File: src/dompid_pkg.sv
// Package for the derivative-on-measurement PID block: word types, register
// indexes and reset values, controller states, datapath opcodes, saturation helpers.
// No dependencies.
`default_nettype none

package dompid_pkg;

  localparam int VALUE_WIDTH = 32;
  localparam int LIMIT_WIDTH = 31;
  localparam int CFG_IDX_W   = 3;
  localparam int DIV_STEPS   = 32;
  localparam int DIV_CNT_W   = $clog2(DIV_STEPS);

  localparam logic [CFG_IDX_W-1:0] CFG_GAIN_P         = 3'd0;
  localparam logic [CFG_IDX_W-1:0] CFG_GAIN_I         = 3'd1;
  localparam logic [CFG_IDX_W-1:0] CFG_GAIN_D         = 3'd2;
  localparam logic [CFG_IDX_W-1:0] CFG_PERIOD         = 3'd3;
  localparam logic [CFG_IDX_W-1:0] CFG_ERROR_LIMIT    = 3'd4;
  localparam logic [CFG_IDX_W-1:0] CFG_INTEGRAL_LIMIT = 3'd5;

  localparam logic [VALUE_WIDTH-1:0] RST_GAIN_P         = 32'd65536;
  localparam logic [VALUE_WIDTH-1:0] RST_GAIN_I         = 32'd1311;
  localparam logic [VALUE_WIDTH-1:0] RST_GAIN_D         = 32'd524288;
  localparam logic [VALUE_WIDTH-1:0] RST_PERIOD         = 32'd16777;
  localparam logic [LIMIT_WIDTH-1:0] RST_ERROR_LIMIT    = 31'd6553600;
  localparam logic [LIMIT_WIDTH-1:0] RST_INTEGRAL_LIMIT = 31'd163840000;

  typedef struct packed {
    logic signed [VALUE_WIDTH-1:0] setpoint;
    logic signed [VALUE_WIDTH-1:0] feedback;
  } in_word_t;

  typedef struct packed {
    logic signed [VALUE_WIDTH-1:0] drive;
    logic signed [VALUE_WIDTH-1:0] integral_term;
    logic                          integral_clamped;
  } out_word_t;

  typedef struct packed {
    logic signed [VALUE_WIDTH-1:0] gain_p;
    logic signed [VALUE_WIDTH-1:0] gain_i;
    logic signed [VALUE_WIDTH-1:0] gain_d;
    logic        [VALUE_WIDTH-1:0] period;
    logic        [LIMIT_WIDTH-1:0] error_limit;
    logic        [LIMIT_WIDTH-1:0] integral_limit;
  } cfg_regs_t;

  typedef enum logic [3:0] {
    OP_IDLE,
    OP_CLAMP,
    OP_MUL_P,
    OP_FIN_P,
    OP_MUL_GE,
    OP_MUL_LO,
    OP_MUL_HI,
    OP_ADD_HI,
    OP_FIN_I,
    OP_ACC_I,
    OP_MUL_D,
    OP_DIV_PRE,
    OP_DIV_STEP,
    OP_FIN_D
  } dp_op_t;

  typedef struct packed {
    logic   load;
    logic   emit;
    dp_op_t op;
  } cmd_t;

  typedef struct packed {
    logic period_zero;
    logic out_full;
  } sts_t;

  typedef enum logic [3:0] {
    ST_IDLE,
    ST_CLAMP,
    ST_MUL_P,
    ST_FIN_P,
    ST_MUL_GE,
    ST_MUL_LO,
    ST_MUL_HI,
    ST_ADD_HI,
    ST_FIN_I,
    ST_ACC_I,
    ST_MUL_D,
    ST_DIV_PRE,
    ST_DIV,
    ST_FIN_D,
    ST_DRIVE
  } st_t;

  function automatic logic [31:0] mag32(input logic signed [31:0] v);
    logic [31:0] u;
    u = v;
    return v[31] ? (~u + 32'd1) : u;
  endfunction

  // sign and magnitude to signed 32, saturating
  function automatic logic signed [31:0] sat_mag(input logic neg, input logic [56:0] m);
    logic [31:0] lo;
    lo = m[31:0];
    if (neg) begin
      if (m > 57'h0_8000_0000) return 32'sh8000_0000;
      return $signed(~lo + 32'd1);
    end
    if (m > 57'h0_7FFF_FFFF) return 32'sh7FFF_FFFF;
    return $signed(lo);
  endfunction

  function automatic logic signed [31:0] sat_wide(input logic signed [33:0] v);
    if (v > 34'sh0_7FFF_FFFF) return 32'sh7FFF_FFFF;
    if (v < 34'sh3_8000_0000) return 32'sh8000_0000;
    return v[31:0];
  endfunction

endpackage

`default_nettype wire

File: src/dompid_ctrl.sv
// Sequencer for the PID datapath: walks the clamp, multiply, round, integrate and divide steps.
// Depends on dompid_pkg.
`default_nettype none

module dompid_ctrl (
  input  logic              clk,
  input  logic              rst_n,
  input  logic              in_valid,
  output logic              in_ready,
  input  dompid_pkg::sts_t  sts,
  output dompid_pkg::cmd_t  cmd
);
  import dompid_pkg::*;

  st_t                  state_r, state_nxt;
  logic [DIV_CNT_W-1:0] cnt_r, cnt_nxt;

  always_ff @(posedge clk) begin
    if (!rst_n) begin
      state_r <= ST_IDLE;
      cnt_r   <= '0;
    end else begin
      state_r <= state_nxt;
      cnt_r   <= cnt_nxt;
    end
  end

  always_comb begin
    state_nxt = state_r;
    cnt_nxt   = '0;
    unique case (state_r)
      ST_IDLE:    if (in_valid) state_nxt = ST_CLAMP;
      ST_CLAMP:   state_nxt = ST_MUL_P;
      ST_MUL_P:   state_nxt = ST_FIN_P;
      ST_FIN_P:   state_nxt = ST_MUL_GE;
      ST_MUL_GE:  state_nxt = ST_MUL_LO;
      ST_MUL_LO:  state_nxt = ST_MUL_HI;
      ST_MUL_HI:  state_nxt = ST_ADD_HI;
      ST_ADD_HI:  state_nxt = ST_FIN_I;
      ST_FIN_I:   state_nxt = ST_ACC_I;
      ST_ACC_I:   state_nxt = sts.period_zero ? ST_FIN_D : ST_MUL_D;
      ST_MUL_D:   state_nxt = ST_DIV_PRE;
      ST_DIV_PRE: state_nxt = ST_DIV;
      ST_DIV: begin
        cnt_nxt = cnt_r + 1'b1;
        if (cnt_r == DIV_CNT_W'(DIV_STEPS - 1)) state_nxt = ST_FIN_D;
      end
      ST_FIN_D:   state_nxt = ST_DRIVE;
      ST_DRIVE:   if (!sts.out_full) state_nxt = ST_IDLE;
      default:    state_nxt = ST_IDLE;
    endcase
  end

  always_comb begin
    in_ready = (state_r == ST_IDLE);
    cmd.load = in_ready && in_valid;
    cmd.emit = (state_r == ST_DRIVE) && !sts.out_full;
    unique case (state_r)
      ST_CLAMP:   cmd.op = OP_CLAMP;
      ST_MUL_P:   cmd.op = OP_MUL_P;
      ST_FIN_P:   cmd.op = OP_FIN_P;
      ST_MUL_GE:  cmd.op = OP_MUL_GE;
      ST_MUL_LO:  cmd.op = OP_MUL_LO;
      ST_MUL_HI:  cmd.op = OP_MUL_HI;
      ST_ADD_HI:  cmd.op = OP_ADD_HI;
      ST_FIN_I:   cmd.op = OP_FIN_I;
      ST_ACC_I:   cmd.op = OP_ACC_I;
      ST_MUL_D:   cmd.op = OP_MUL_D;
      ST_DIV_PRE: cmd.op = OP_DIV_PRE;
      ST_DIV:     cmd.op = OP_DIV_STEP;
      ST_FIN_D:   cmd.op = OP_FIN_D;
      default:    cmd.op = OP_IDLE;
    endcase
  end

endmodule

`default_nettype wire

File: config.mk
export PLATFORM = sky130hd
export DESIGN_NAME = dompid_ctrl
export DESIGN_NICKNAME = d
export VERILOG_FILES = /design/src/dompid_pkg.sv /design/src/dompid_ctrl.sv
export SDC_FILE = /design/constraint.sdc
export NUM_CORES = 1
export LEC_CHECK = 0
export CAP_MARGIN = 20
export CORE_MARGIN = 4
export CORE_UTILIZATION = 25
export DETAILED_ROUTE_END_ITERATION = 12
export DONT_BUFFER_PORTS = 1
export HOLD_SLACK_MARGIN = 0.15
export PLACE_DENSITY = 0.37
export SYNTH_ARGS = -nofsm -noshare
export SYNTH_HDL_FRONTEND = slang
export SYNTH_SLANG_ARGS = --single-unit
File: constraint.sdc
create_clock -name clk -period 2.4 [get_ports clk]
set_clock_uncertainty 0.2 [all_clocks]
set_input_delay 0.24 -clock clk [delete_from_list [all_inputs] [get_ports clk]]
set_output_delay 0.24 -clock clk [all_outputs]
set_load 0.05 [all_outputs]
**Word-level counts from Yosys, hierarchy flattened**

Memory sizes are Yosys's and may differ from the RTL's. A register that Yosys moved wholly into a read port is not among the register bits.
Index checks and enable logic that the tools add are counted.

- Memories kept: 1
- Memory bits (read-only): 64
- Bits in registers: 9

Memories:

| memory | depth | bits a word | read ports | clocked after memory_dff | wr ports | RTL line | text |
|---|---|---|---|---|---|---|---|
| (name not given) | 16 | 4 | 1 | 1 | 0 | dompid_ctrl.sv:58 | `unique case (state_r)` |

- Eq/ne operators: 18
- Multiplexer cells: 7
- Reductions and logical operators: 6
- $add $sub $neg: 1

Operator list:

| cell | number |
|---|---|
| $pmux W4 S15 | 1 |
| $eq A4 B4 Y1 const B | 7 |
| $mux W4 | 5 |
| $eq A4 B3 Y1 const B | 4 |
| $eq A4 B2 Y1 const B | 2 |
| $ne A2 B2 Y1 const B | 3 |
| $add A5 B1 Y5 const B | 1 |
| $eq A5 B5 Y1 const B | 1 |
| $eq A4 B1 Y1 const B | 1 |
| $logic_not A4 Y1 | 1 |
| $mux W3 | 1 |
| $reduce_and A3 Y1 | 1 |
| $logic_and A1 B1 Y1 | 2 |
| $reduce_and A2 Y1 | 1 |
| $logic_not A1 Y1 | 1 |

**Logic depth before layout (Yosys ltp)**

- Depth in word-level cells: 5
- Depth in mapped cells: 7
- Gate-level depth less buffers: 7

**Worst setup path before layout**

No wires, ideal clock.

- Path kind: register to output
- From: register state_r[3]
- To: output port cmd[5] in the netlist's numbering
- Stages on the path, launching flop included: 5
- Arrival time: 1.810 ns
- Path slack: 0.150 ns
- Buffers on the path: 1
- Cell sequence: dfxtp_1 buf_6 or4_4 inv_1 and2_1

RTL lines:

| element | RTL line | text |
|---|---|---|
| start: declaration | dompid_ctrl.sv:15 | `st_t state_r, state_nxt;` |
| start signal: assignment | dompid_ctrl.sv:23 | `state_r <= state_nxt;` |
| end: declaration | dompid_ctrl.sv:11 | `output dompid_pkg::cmd_t cmd` |

==> metrics.md <==
| Metric | Value |
|---|---|
| HPWL after detailed placement | `959 um` |
| Clock slew at reported path FFs | `0.08 ns` |
| Mapped Avg Cell Area | `10.1 um^2` |
| PD cells | `705 nW/um^2` |
| Origin of the worst setup path | `state_r[3]$_SDFFE_PN0N_` |
| Global-route wire length before repair | `2150 um` |
| Post-Route WL | `1260 um` |
| Post-synthesis cell count | `67` |
| Final core utilization | `30.7%` |
| Total number of placement rows | `18` |
| Cts bufs inserted | `3` |
| Largest cells by area after synthesis | `sky130_fd_sc_hd__dfxtp_1 (39%), sky130_fd_sc_hd__a21oi_1 (3.7%), sky130_fd_sc_hd__ha_1 (3.7%), sky130_fd_sc_hd__buf_6 (3.3%), sky130_fd_sc_hd__nor2_1 (3.3%)` |
| Syn Std Cell Area | `674 um^2` |
| Crit path required time | `1.96 ns` |
| Starting DRT DRC Count | `35` |
| Outcome | `complete, no violations` |
| Worst Max-Slew Pin Slew | `0.482 ns` |
| Primary flip-flop cell chosen by synthesis mapping | `sky130_fd_sc_hd__dfxtp_1` |
| Number of register bits inferred by synthesis | `13` |
| Remaining max-slew budget at the tightest pin | `67.8%` |
| Total leakage power | `0.296 nW` |
| Count of inserted antenna diode cells | `0` |
| Portion of the post-synthesis area used by sequential elements | `38.6%` |
| Post-route DRC violation count | `0` |
| Worst setup path category | `reg -> out` |
| Crit path arrival time | `1.70 ns` |
| HP Class | `in -> reg` |
| Overall Global Routing Usage | `8.27%` |
| RSZ-0062 raised after global routing | `false` |
| Core Footprint | `2520 um^2` |
| Count of input and output buffers | `0` |
| Final Hold Viols | `0` |
| Pre-CTS setup slack | `0.358 ns` |
| Startpoint type of the worst setup path | `flop` |
| Initial standard-cell utilization of the core | `26.7%` |
| Number of hold buffers added after cts | `3` |
| Maximum number of pins on one net before global-route repair | `14` |
| Die boundary width | `59.9 um` |
| Layout overhead on the synthesized area | `14.7%` |
| Unique cell type count in the Yosys netlist | `32` |
| Ports placed on the boundary | `12` |
| Number of antenna violations at the first check in global routing | `0` |
| CTS H-tree lvls | `1` |
| GP Congestion | `0.670` |
| Cell taking the most area after synthesis | `sky130_fd_sc_hd__dfxtp_1` |
| VDD IR max | `0.267 mV` |
| Via count of the first global-routing pass | `482` |
| Highest net fanout along the worst path | `10` |
| Via count | `466` |
| Clock tree buffer depth | `2` |
| Max-cap viol count | `0` |
| Max Freq | `467 MHz` |
| Fraction of final layout cells sized beyond drive strength 1 | `21.9%` |
| Floorplan die height | `59.9 um` |
| Share of flip-flops with an asynchronous set or reset | `0%` |
| Setup TNS Final | `0 ns` |
| Synthesized netlist net count | `74` |
| Cell at the root of the clock tree | `sky130_fd_sc_hd__clkbuf_4` |
| Min setup slack post-route | `0.259 ns` |
| Tcrit/Tclk final | `89.2%` |
| Final hold slack | `0.206 ns` |
| Drt via density | `4.52` |
| Final setup viols | `0` |
| Endpoint class of the critical path | `output port` |
| Residual antenna-violating net count after detailed routing | `0` |
| TritonCTS clock tree | `built` |
| Buffers inserted during post-CTS setup optimization | `0` |
| CTS Sinks | `13` |
| Number of synthesized flops with an enable pin | `0` |
| Critical hold path startpoint | `sts[1]` |
| Floorplan die area | `3590 um^2` |
| Final Max Tran Viols | `0` |
| Number of synthesis warnings | `0` |
| # resized after CTS | `0` |
| Post-route total power | `0.545 mW` |
| Startpoint of the worst register-to-register path | `cnt_r[0]$_SDFF_PN0_` |
| Clock latency on the worst-skew pair | `0.26 ns` |
| Nets@finish | `81` |
| Detailed-routing iteration count for the pre-antenna-repair pass | `4` |
| Yosys top cell area share | `38.6%` |
| Wire length per cell after detailed routing | `12.2 um` |
| Post-route minimum period | `2.14 ns` |
| Remaining global-route overflow | `0` |
[registers in the layout (all words and copies together) (netlist names)]
name / cells
cmd: 4
state_r: 4
cnt_r: 5
[final timing paths]
kind	end	slack, ns	depth (start not counted)
setup / recovery	cmd[5]	0.26	4
hold reg to reg	cnt_r[0]$_SDFF_PN0_	0.25	1
hold / removal	state_r[2]$_SDFFE_PN0N_	0.21	3
setup reg to reg	cmd[3]$_SDFF_PN0_	0.37	7
[area by class of cell]
class,count,area (um^2)
tap,30,37.5
timing repair buffer,6,65.1
clock buffer,4,26.3
inverter,5,18.8
sequential,13,260
fill,279,1750
multi-input combinational,45,365
[power by group]
part           switching, mW  total (mW)  internal [mW]
clock                 0.0677       0.132         0.0642
combinational         0.0751       0.134         0.0589
sequential            0.0495       0.279          0.230
[per-stage QoR]
stage	instances	instance area, um^2
after CTS	103	773
after floorplan	67	674
after global placement	96	717
after global routing	103	773
final	103	773
after detailed placement	96	717
[Yosys cell counts, types with 2 or more instances]
cell type	n
sky130_fd_sc_hd__a21oi_1	5
sky130_fd_sc_hd__buf_6	2
sky130_fd_sc_hd__dfxtp_1	13
sky130_fd_sc_hd__ha_1	2
sky130_fd_sc_hd__inv_1	5
sky130_fd_sc_hd__nand2_1	2
sky130_fd_sc_hd__nor2_1	6
sky130_fd_sc_hd__nor2b_1	3
sky130_fd_sc_hd__nor3b_1	3
sky130_fd_sc_hd__o21ai_0	2
sky130_fd_sc_hd__or4_4	2
sky130_fd_sc_hd__xnor2_1	2
[layer usage]
layer	global-route usage [%]	up-vias	routed length [um]
li1	-	245	-
met1	10.4	215	584
met2	12.3	4	619
met3	2.59	2	39
met4	4.75	0	15
met5	0	-	0
[layout by cell type (no fill, tap or decap)]
cell type,count
sky130_fd_sc_hd__dfxtp_1,13
sky130_fd_sc_hd__nor2_1,6
sky130_fd_sc_hd__inv_1,5
sky130_fd_sc_hd__a21oi_1,5
sky130_fd_sc_hd__nor2b_1,3
sky130_fd_sc_hd__clkbuf_4,3
sky130_fd_sc_hd__dlygate4sd3_1,3
sky130_fd_sc_hd__or4_4,2
sky130_fd_sc_hd__nand2_1,2
sky130_fd_sc_hd__o21ai_0,2
sky130_fd_sc_hd__xnor2_1,2
sky130_fd_sc_hd__nor3b_1,2
sky130_fd_sc_hd__ha_1,2
sky130_fd_sc_hd__buf_4,2
sky130_fd_sc_hd__and3_1,1
sky130_fd_sc_hd__nand4b_1,1
sky130_fd_sc_hd__and4bb_2,1
sky130_fd_sc_hd__and4b_1,1
sky130_fd_sc_hd__nor3_4,1
sky130_fd_sc_hd__nand2_4,1
sky130_fd_sc_hd__nand2b_1,1
sky130_fd_sc_hd__a2bb2oi_2,1
sky130_fd_sc_hd__o21ai_4,1
sky130_fd_sc_hd__a21oi_4,1
sky130_fd_sc_hd__a21boi_4,1
sky130_fd_sc_hd__o211ai_1,1
sky130_fd_sc_hd__nand3b_1,1
sky130_fd_sc_hd__and2_1,1
sky130_fd_sc_hd__nor3b_2,1
sky130_fd_sc_hd__or4_1,1
sky130_fd_sc_hd__a221oi_1,1
sky130_fd_sc_hd__nand3_1,1
sky130_fd_sc_hd__xor2_1,1
sky130_fd_sc_hd__clkbuf_1,1
sky130_fd_sc_hd__buf_12,1
[worst max-delay path: stages, from the launching register on]
cell	delay (ns)
sky130_fd_sc_hd__dfxtp_1	0.42
sky130_fd_sc_hd__or4_4	0.61
sky130_fd_sc_hd__inv_1	0.09
sky130_fd_sc_hd__and2_1	0.17
sky130_fd_sc_hd__buf_12	0.14
[logic make-up after synthesis]
| group | count (synthesis) | share of synthesized area, % |
|---|---|---|
| AO/OA/AOI/OAI | 13 | 17.4 |
| XOR/XNOR | 3 | 3.90 |
| adder cells (fa/ha/maj) | 2 | 3.71 |
| buffers and inverters | 9 | 7.98 |
| flip-flops | 13 | 38.6 |
| AND/OR/NAND/NOR | 27 | 28.4 |
Note: power is estimated with default switching activity, not from simulation.
