File: config.mk
export PLATFORM = sky130hd
export DESIGN_NAME = dompid_dpath
export DESIGN_NICKNAME = d
export VERILOG_FILES = /design/src/dompid_pkg.sv /design/src/dompid_dpath.sv
export SDC_FILE = /design/constraint.sdc
export NUM_CORES = 2
export LEC_CHECK = 0
export BUFFER_PORTS_ARGS = -buffer_cell sky130_fd_sc_hd__buf_2
export CAP_MARGIN = 20
export CORE_UTILIZATION = 60
export DETAILED_ROUTE_END_ITERATION = 8
export PLACE_DENSITY_LB_ADDON = 0.12
export SYNTH_ARGS = -nofsm -noshare
export SYNTH_HDL_FRONTEND = slang
export SYNTH_SLANG_ARGS = --single-unit
export TNS_END_PERCENT = 10
File: constraint.sdc
create_clock -name clk -period 18.78 [get_ports clk]
set_input_delay 0.939 -clock clk [delete_from_list [all_inputs] [get_ports clk]]
set_output_delay 0.939 -clock clk [all_outputs]
set_load 0.005 [all_outputs]
File: src/dompid_pkg.sv
// Package for the derivative-on-measurement PID block: word types, register
// indexes and reset values, controller states, datapath opcodes, saturation helpers.
// No dependencies.
`default_nettype none

package dompid_pkg;

  localparam int VALUE_WIDTH = 32;
  localparam int LIMIT_WIDTH = 31;
  localparam int CFG_IDX_W   = 3;
  localparam int DIV_STEPS   = 32;
  localparam int DIV_CNT_W   = $clog2(DIV_STEPS);

  localparam logic [CFG_IDX_W-1:0] CFG_GAIN_P         = 3'd0;
  localparam logic [CFG_IDX_W-1:0] CFG_GAIN_I         = 3'd1;
  localparam logic [CFG_IDX_W-1:0] CFG_GAIN_D         = 3'd2;
  localparam logic [CFG_IDX_W-1:0] CFG_PERIOD         = 3'd3;
  localparam logic [CFG_IDX_W-1:0] CFG_ERROR_LIMIT    = 3'd4;
  localparam logic [CFG_IDX_W-1:0] CFG_INTEGRAL_LIMIT = 3'd5;

  localparam logic [VALUE_WIDTH-1:0] RST_GAIN_P         = 32'd65536;
  localparam logic [VALUE_WIDTH-1:0] RST_GAIN_I         = 32'd1311;
  localparam logic [VALUE_WIDTH-1:0] RST_GAIN_D         = 32'd524288;
  localparam logic [VALUE_WIDTH-1:0] RST_PERIOD         = 32'd16777;
  localparam logic [LIMIT_WIDTH-1:0] RST_ERROR_LIMIT    = 31'd6553600;
  localparam logic [LIMIT_WIDTH-1:0] RST_INTEGRAL_LIMIT = 31'd163840000;

  typedef struct packed {
    logic signed [VALUE_WIDTH-1:0] setpoint;
    logic signed [VALUE_WIDTH-1:0] feedback;
  } in_word_t;

  typedef struct packed {
    logic signed [VALUE_WIDTH-1:0] drive;
    logic signed [VALUE_WIDTH-1:0] integral_term;
    logic                          integral_clamped;
  } out_word_t;

  typedef struct packed {
    logic signed [VALUE_WIDTH-1:0] gain_p;
    logic signed [VALUE_WIDTH-1:0] gain_i;
    logic signed [VALUE_WIDTH-1:0] gain_d;
    logic        [VALUE_WIDTH-1:0] period;
    logic        [LIMIT_WIDTH-1:0] error_limit;
    logic        [LIMIT_WIDTH-1:0] integral_limit;
  } cfg_regs_t;

  typedef enum logic [3:0] {
    OP_IDLE,
    OP_CLAMP,
    OP_MUL_P,
    OP_FIN_P,
    OP_MUL_GE,
    OP_MUL_LO,
    OP_MUL_HI,
    OP_ADD_HI,
    OP_FIN_I,
    OP_ACC_I,
    OP_MUL_D,
    OP_DIV_PRE,
    OP_DIV_STEP,
    OP_FIN_D
  } dp_op_t;

  typedef struct packed {
    logic   load;
    logic   emit;
    dp_op_t op;
  } cmd_t;

  typedef struct packed {
    logic period_zero;
    logic out_full;
  } sts_t;

  typedef enum logic [3:0] {
    ST_IDLE,
    ST_CLAMP,
    ST_MUL_P,
    ST_FIN_P,
    ST_MUL_GE,
    ST_MUL_LO,
    ST_MUL_HI,
    ST_ADD_HI,
    ST_FIN_I,
    ST_ACC_I,
    ST_MUL_D,
    ST_DIV_PRE,
    ST_DIV,
    ST_FIN_D,
    ST_DRIVE
  } st_t;

  function automatic logic [31:0] mag32(input logic signed [31:0] v);
    logic [31:0] u;
    u = v;
    return v[31] ? (~u + 32'd1) : u;
  endfunction

  // sign and magnitude to signed 32, saturating
  function automatic logic signed [31:0] sat_mag(input logic neg, input logic [56:0] m);
    logic [31:0] lo;
    lo = m[31:0];
    if (neg) begin
      if (m > 57'h0_8000_0000) return 32'sh8000_0000;
      return $signed(~lo + 32'd1);
    end
    if (m > 57'h0_7FFF_FFFF) return 32'sh7FFF_FFFF;
    return $signed(lo);
  endfunction

  function automatic logic signed [31:0] sat_wide(input logic signed [33:0] v);
    if (v > 34'sh0_7FFF_FFFF) return 32'sh7FFF_FFFF;
    if (v < 34'sh3_8000_0000) return 32'sh8000_0000;
    return v[31:0];
  endfunction

endpackage

`default_nettype wire

File: src/dompid_dpath.sv
// PID datapath: shared 32x32 multiplier, rounding and saturation, restoring
// divider for the derivative, integrator and output register. Depends on dompid_pkg.
`default_nettype none

module dompid_dpath (
  input  logic                   clk,
  input  logic                   rst_n,
  input  dompid_pkg::cfg_regs_t  cfg,
  input  dompid_pkg::in_word_t   in_word,
  input  dompid_pkg::cmd_t       cmd,
  output dompid_pkg::sts_t       sts,
  input  logic                   out_ready,
  output logic                   out_valid,
  output dompid_pkg::out_word_t  out_word
);
  import dompid_pkg::*;

  logic signed [31:0] err_r, ec_r, prop_r, incr_r, deriv_r, acc_r, prev_fb_r;
  logic        [31:0] dmag_r, ge_hi_r, rem_r, quo_r;
  logic               dneg_r, ge_neg_r, ovf_r, clamped_r, out_valid_r;
  logic        [63:0] prod_r;
  logic        [95:0] w_r;
  out_word_t          out_word_r;

  logic signed [32:0] diff33, delta33, delta_neg33, sum33, il33;
  logic        [31:0] dmag, mul_a, mul_b;
  logic        [63:0] mul_p;
  logic signed [31:0] el, ec_nxt, acc_nxt;
  logic               clamp_nxt;
  logic               p_neg, d_neg;
  logic        [56:0] p_m, i_m, d_m;
  logic        [39:0] hi40;
  logic        [32:0] div_t, div_sub;
  logic               div_ge;
  logic signed [33:0] drive34;

  assign diff33      = {in_word.setpoint[31], in_word.setpoint}
                     - {in_word.feedback[31], in_word.feedback};
  assign delta33     = {in_word.feedback[31], in_word.feedback} - {prev_fb_r[31], prev_fb_r};
  assign delta_neg33 = -delta33;
  assign dmag        = delta33[32] ? delta_neg33[31:0] : delta33[31:0];

  always_comb begin
    case (cmd.op)
      OP_MUL_GE: begin
        mul_a = mag32(cfg.gain_i);
        mul_b = mag32(ec_r);
      end
      OP_MUL_LO: begin
        mul_a = prod_r[31:0];
        mul_b = cfg.period;
      end
      OP_MUL_HI: begin
        mul_a = ge_hi_r;
        mul_b = cfg.period;
      end
      OP_MUL_D: begin
        mul_a = mag32(cfg.gain_d);
        mul_b = dmag_r;
      end
      default: begin
        mul_a = mag32(cfg.gain_p);
        mul_b = mag32(err_r);
      end
    endcase
  end

  assign mul_p = {32'd0, mul_a} * {32'd0, mul_b};

  // error clamp for the integrator
  assign el = $signed({1'b0, cfg.error_limit});
  always_comb begin
    if (err_r > el)       ec_nxt = el;
    else if (err_r < -el) ec_nxt = -el;
    else                  ec_nxt = err_r;
  end

  // floor rounding in sign-magnitude: bump the magnitude when negative and inexact
  assign p_neg = cfg.gain_p[31] ^ err_r[31];
  assign p_m   = {9'd0, prod_r[63:16]} + 57'(p_neg && (prod_r[15:0] != '0));
  assign i_m   = {1'b0, w_r[95:40]} + 57'(ge_neg_r && (w_r[39:0] != '0));

  assign hi40    = prod_r[63:24];
  assign div_t   = {rem_r, quo_r[31]};
  assign div_ge  = div_t >= {1'b0, cfg.period};
  assign div_sub = div_t - {1'b0, cfg.period};
  assign d_neg   = (cfg.gain_d[31] == dneg_r);
  assign d_m     = ovf_r ? 57'h1_0000_0000
                         : ({25'd0, quo_r} + 57'(d_neg && (rem_r != '0)));

  assign sum33 = {acc_r[31], acc_r} + {incr_r[31], incr_r};
  assign il33  = $signed({2'b00, cfg.integral_limit});
  always_comb begin
    clamp_nxt = 1'b1;
    if (sum33 > il33)       acc_nxt = il33[31:0];
    else if (sum33 < -il33) acc_nxt = 32'(-il33);
    else begin
      acc_nxt   = sum33[31:0];
      clamp_nxt = 1'b0;
    end
  end

  assign drive34 = {{2{prop_r[31]}}, prop_r} + {{2{acc_r[31]}}, acc_r}
                 + {{2{deriv_r[31]}}, deriv_r};

  always_ff @(posedge clk) begin
    if (!rst_n) begin
      out_valid_r <= 1'b0;
      acc_r       <= '0;
      prev_fb_r   <= '0;
    end else begin
      if (cmd.emit)      out_valid_r <= 1'b1;
      else if (out_ready) out_valid_r <= 1'b0;
      if (cmd.load)             prev_fb_r <= in_word.feedback;
      if (cmd.op == OP_ACC_I)   acc_r     <= acc_nxt;
    end
  end

  always_ff @(posedge clk) begin
    if (cmd.load) begin
      err_r  <= sat_wide({diff33[32], diff33});
      dmag_r <= dmag;
      dneg_r <= delta33[32];
    end
    case (cmd.op)
      OP_CLAMP:  ec_r <= ec_nxt;
      OP_MUL_P:  prod_r <= mul_p;
      OP_FIN_P:  prop_r <= sat_mag(p_neg, p_m);
      OP_MUL_GE: begin
        prod_r   <= mul_p;
        ge_neg_r <= cfg.gain_i[31] ^ ec_r[31];
      end
      OP_MUL_LO: begin
        prod_r  <= mul_p;
        ge_hi_r <= prod_r[63:32];
      end
      OP_MUL_HI: begin
        prod_r <= mul_p;
        w_r    <= {32'd0, prod_r};
      end
      OP_ADD_HI: w_r[95:32] <= w_r[95:32] + prod_r;
      OP_FIN_I:  incr_r <= sat_mag(ge_neg_r, i_m);
      OP_ACC_I:  clamped_r <= clamp_nxt;
      OP_MUL_D:  prod_r <= mul_p;
      OP_DIV_PRE: begin
        ovf_r <= hi40 >= {8'd0, cfg.period};
        rem_r <= hi40[31:0];
        quo_r <= {prod_r[23:0], 8'd0};
      end
      OP_DIV_STEP: begin
        rem_r <= div_ge ? div_sub[31:0] : div_t[31:0];
        quo_r <= {quo_r[30:0], div_ge};
      end
      OP_FIN_D:  deriv_r <= sts.period_zero ? 32'sd0 : sat_mag(d_neg, d_m);
      default: ;
    endcase
    if (cmd.emit) begin
      out_word_r.drive            <= sat_wide(drive34);
      out_word_r.integral_term    <= acc_r;
      out_word_r.integral_clamped <= clamped_r;
    end
  end

  assign sts.period_zero = (cfg.period == '0);
  assign sts.out_full    = out_valid_r && !out_ready;
  assign out_valid       = out_valid_r;
  assign out_word        = out_word_r;

endmodule

`default_nettype wire

Yosys cells after proc, flatten, opt, wreduce, memory -nomap -nowiden
Cells that the tools add are included.

Mux-type cells: 80. Shift-type cells: 0. Bitwise gates (word level): 10. Order comparisons: 16. Eq/ne operators: 14. Divide/modulo/power cells: 0. Reduce and logical (&&, ||, !) cells: 14. $add $sub $neg: 21. Multipliers: 1.

Operators with widths (count): $mux 32 (36); $add 32x1->32 const B (8); $not 32->32 (8); $pmux 32 s2 (2); $pmux 32 s4 (1); $pmux 64 s2 (1); $pmux 32 s3 (1); $add 32x32->33 (2); $gt 33x32->1 const B (2); $sub 32x32->33 (2); $add 64x64->64 (1); $mul 32x32->64 (1); $add 56x1->57 (1); $gt 57x31->1 const B (1); $gt 57x32->1 const B (1); $add 48x1->49 (1); $gt 49x31->1 const B (1); $gt 49x32->1 const B (1); $ge 40x32->1 (1); $reduce_bool 40->1 (1); $mux 1 (37); $add 33x32->34 (1); $gt 34x32->1 const B (1); $lt 34x32->1 const B (1); 28 further kinds (43).

Output and inout bits: 68. Register bits: 582. Input port bits: 263. Bits in writable memories: 0. Latch bits: 0. Memories: 0. Memory bits (read-only): 0. Logic and storage cells: 179.

Logic depth before layout (Yosys ltp)
Depth after elaboration: 13. Depth in mapped cells: 44. Mapped depth without buffers: 41.

Worst setup path after synthesis
No wires, ideal clock.

Kind: input to register. Start: input port cmd[1] (netlist bit). End: register prod_r[61], data pin. Cell stages on the path: 34. Library setup time: 0.264 ns. Required time: 18.516 ns. Arrival: 13.770 ns. Buffers on the path: 3. Path slack: 4.746 ns. Cell sequence: clkbuf_1 > nand2_1 > o21ai_0 > a21oi_1 > o21ai_1 > a221o_1 > o31ai_2 > clkbuf_1 > nor2_1 > fa_1 > fa_1 > fa_1 > inv_1 > fa_1 > inv_1 > fa_1 > fa_1 > fa_1 > inv_1 > fa_1 > inv_1 > ha_1 > clkbuf_1 > a21o_1 > o21bai_1 > a211oi_1 > o21bai_1 > a31oi_1 > nor2b_1 > a311oi_1 > o21ai_0 > a22o_1 > a221oi_1 > xnor2_1.

Word-level cells in the longest chain between the ends: 4. Elaborated cells on any way between the ends: 8. Classes of those cells: mul: 1; eq/ne: 4; mux: 2; reduce/logical: 1.

RTL lines: start, declared (RTL line dompid_dpath.sv:10) `input dompid_pkg::cmd_t cmd,`; $eq 4x3->1 (RTL line dompid_dpath.sv:44) `case (cmd.op)`; $reduce_or 2->1 (no source line); $pmux 32 s3 (RTL line dompid_dpath.sv:44); $mul 32x32->64 * (RTL line dompid_dpath.sv:68) `assign mul_p = {32'd0, mul_a} * {32'd0, mul_b};`; via mul_p[61] (RTL line dompid_dpath.sv:27) `logic [63:0] mul_p;`; end signal, assigned (RTL line dompid_dpath.sv:127) `OP_MUL_P: prod_r <= mul_p;`; end signal, assigned (RTL line dompid_dpath.sv:130) `prod_r <= mul_p;`; end signal, assigned (RTL line dompid_dpath.sv:134) `prod_r <= mul_p;`; end, declared (RTL line dompid_dpath.sv:21) `logic [63:0] prod_r;`.

The timed path passes the listed nets; every way through them passes the cells marked *. A chain may end at the register's enable or synchronous reset.

Final worst setup path
Ends and elaborated chain as after synthesis.

==> key figures <==
Yosys
  – Synth warn: 0
  – Syn Nets: 11,603
  – Post-synthesis sequential area ratio: 19.9%
  – Synth unique cells: 109
  – Synth Area per Inst: 8.66 µm²
  – Ys async rst share: 0%
  – Seq cells post-synth: 582
  – Top_reg_cell synth: edfxtp_1
  – Post-synth EDFFs: 517
  – Cells after synthesis: 9,743
  – Post-synthesis cell area: 84,400 µm²

Global routing
  – Vias in the first global route: 73,957
  – Total gr overflow: 0
  – Total GRT Usage: 44.1%
  – First-pass GRT wire length: 464 mm
  – Largest net degree at the start of global routing: 86
  – Antenna violations before repair: 19

Floorplanning
  – Die H: 377 µm
  – I/O pin count: 331
  – Row count: 137
  – Starting density of the core: 60.5%
  – Die Area: 142,000 µm²
  – CORE AREA: 140,000 µm²
  – DIE WIDTH: 377 µm

Detailed routing
  – Via density: 6.43
  – Pre-antenna DRT Iters: 9
  – Routed Antenna Nets: 0
  – Final wirelength: 315 mm
  – Vias: 76,070
  – DRC viols: 0
  – Drt wl/cell: 26.6 µm
  – Initial DRC count: 8,285

CTS
  – H-tree depth: 3
  – Clock Latency Late Sink: 0.71 ns
  – Clock buffer depth: 3
  – CTS tree: done
  – Clock transition at path regs: 0.06 ns
  – CTS Buf Count: 73
  – Hold buffer count at cts: 0
  – Post_cts resized: 0
  – CTS root buffer: clkbuf_16
  – CTS sink cnt: 582
  – Setup repair bufs after CTS: 0

Run
  – Max-capacitance violation count: 0

Timing
  – Worst Hold Slack: 0.428 ns
  – Fmax: 80.3 MHz
  – Fin. max-slew vios: 0
  – Normalized max-slew margin: 13.9%
  – RSZ-0062 raised after global routing: no
  – Final min period: 12.46 ns
  – Final setup fails: 0
  – Setup TNS: 0 ns
  – Final Cycle Share: 66.3%
  – Hold violation total from the final report: 0
  – Clock Skew: 0.0637 ns
  – Slew @ Worst Pin: 1.29 ns

Placement
  – Port bufs: 330
  – DP HPWL: 248 mm
  – Placer Congestion: 1.08

Run status
  – Status: finished, final reports clean

Critical path
  – Kind of end point of the critical path: flip-flop
  – CP max stage cell: a311oi_1
  – Worst Path Required: 19.19 ns
  – Crit path max fanout: 68
  – CP Class: input pin to flip-flop
  – Critical Path AT: 12.87 ns
  – Crit start category: input pin
  – Critical path's largest stage delay: 0.73 ns
  – Crit-path most repeated cell: fa_1

Cells and area
  – Commonest cells after routing, fill and taps aside: 1,324 x inv_1, 985 x nand2_1, 934 x fa_1
  – Nets: 11,747
  – Layout cell share with drive strength beyond 1: 8.11%
  – Area Growth Syn to Fin: 7.80%
  – Commonest non-fill, non-tap cell in the layout: inv_1

Min path
  – HP Class: flip-flop to flip-flop
[layer usage]
layer	vias up	track usage (%)	wire length [µm]
li1	33367	-	-
met1	36943	54.7	116000
met2	4554	65.6	134000
met3	1180	15.3	41500
met4	26	26.9	23300
met5	-	2.74	658
[Yosys cell counts (166+ instances only)]
cell | count | area share [%]
nor3_1 | 166 | 0.98
a21o_1 | 216 | 1.9
a21oi_1 | 481 | 2.9
nand3_1 | 185 | 1.1
clkbuf_1 | 401 | 1.8
xnor2_1 | 313 | 3.2
fa_1 | 934 | 22
edfxtp_1 | 517 | 18
ha_1 | 663 | 9.8
o21ai_0 | 500 | 3.0
inv_1 | 1324 | 5.9
nor2_1 | 874 | 3.9
nand2_1 | 986 | 4.4
xor2_1 | 269 | 2.8
[critical path: cells and delay by family]
family	cells	cell delay [ns]
AND/OR/NAND/NOR	3	0.61
AO/OA/AOI/OAI	13	4.41
XOR/XNOR	1	0.10
buffers and inverters	10	2.12
adder cells (fa/ha/maj)	9	4.46
[logic make-up after synthesis]
kind of cell / count (synthesis) / share of synthesized area (%)
simple gates: 3164 / 17.9
compound gates: 1900 / 14.5
buf+inv: 1772 / 7.92
fa+ha+maj: 1603 / 32.1
xor+xnor: 582 / 6.04
flops: 582 / 19.9
mux: 140 / 1.69
[sequential cells by signal (all words and copies together), names as in the netlist]
name	flops
prev_fb_r	32
ge_hi_r	32
rem_r	32
out_word	65
dneg_r	1
clamped_r	1
acc_r	32
err_r	32
deriv_r	32
out_valid	1
ovf_r	1
w_r	96
prod_r	64
quo_r	32
incr_r	32
prop_r	32
dmag_r	32
ge_neg_r	1
ec_r	32
[area by class of cell]
class                   count  area [µm²]
flip-flops and latches    582       16800
well taps                1876        2350
clock inverters            36         495
multi-input cells        7389       61200
fillers                 11988       48500
clock buffers              95        1940
diodes                     15        37.5
repair buffers            516        3120
inverters                1325        4970
[through the flow]
stage	worst slack, ns	std cells	utilization [%]	area, µm²
6_report	6.32	11834	65.2	91000
5_1_grt	5.94	11825	65.2	91000
4_1_cts	6.27	11814	65.1	90900
3_5_place_dp	5.63	11683	63.4	88400
3_3_place_gp	5.94	11681	63.3	88400
2_1_floorplan	4.75	9743	-	84400
[final timing paths]
| kind | startpoint | to | slack, ns | depth (start not counted) |
|---|---|---|---|---|
| max reg2reg | err_r[7] | prod_r[61] | 6.84 | 31 |
| min | clamped_r | out_word[0] | 0.43 | 0 |
| max | cmd[1] | prod_r[61] | 6.32 | 36 |
| min reg2reg | clamped_r | out_word[0] | 0.43 | 0 |
Power is left out: the tool's default activity adds up to more than one toggle a clock period on the data nets, which glitch-free logic cannot reach.
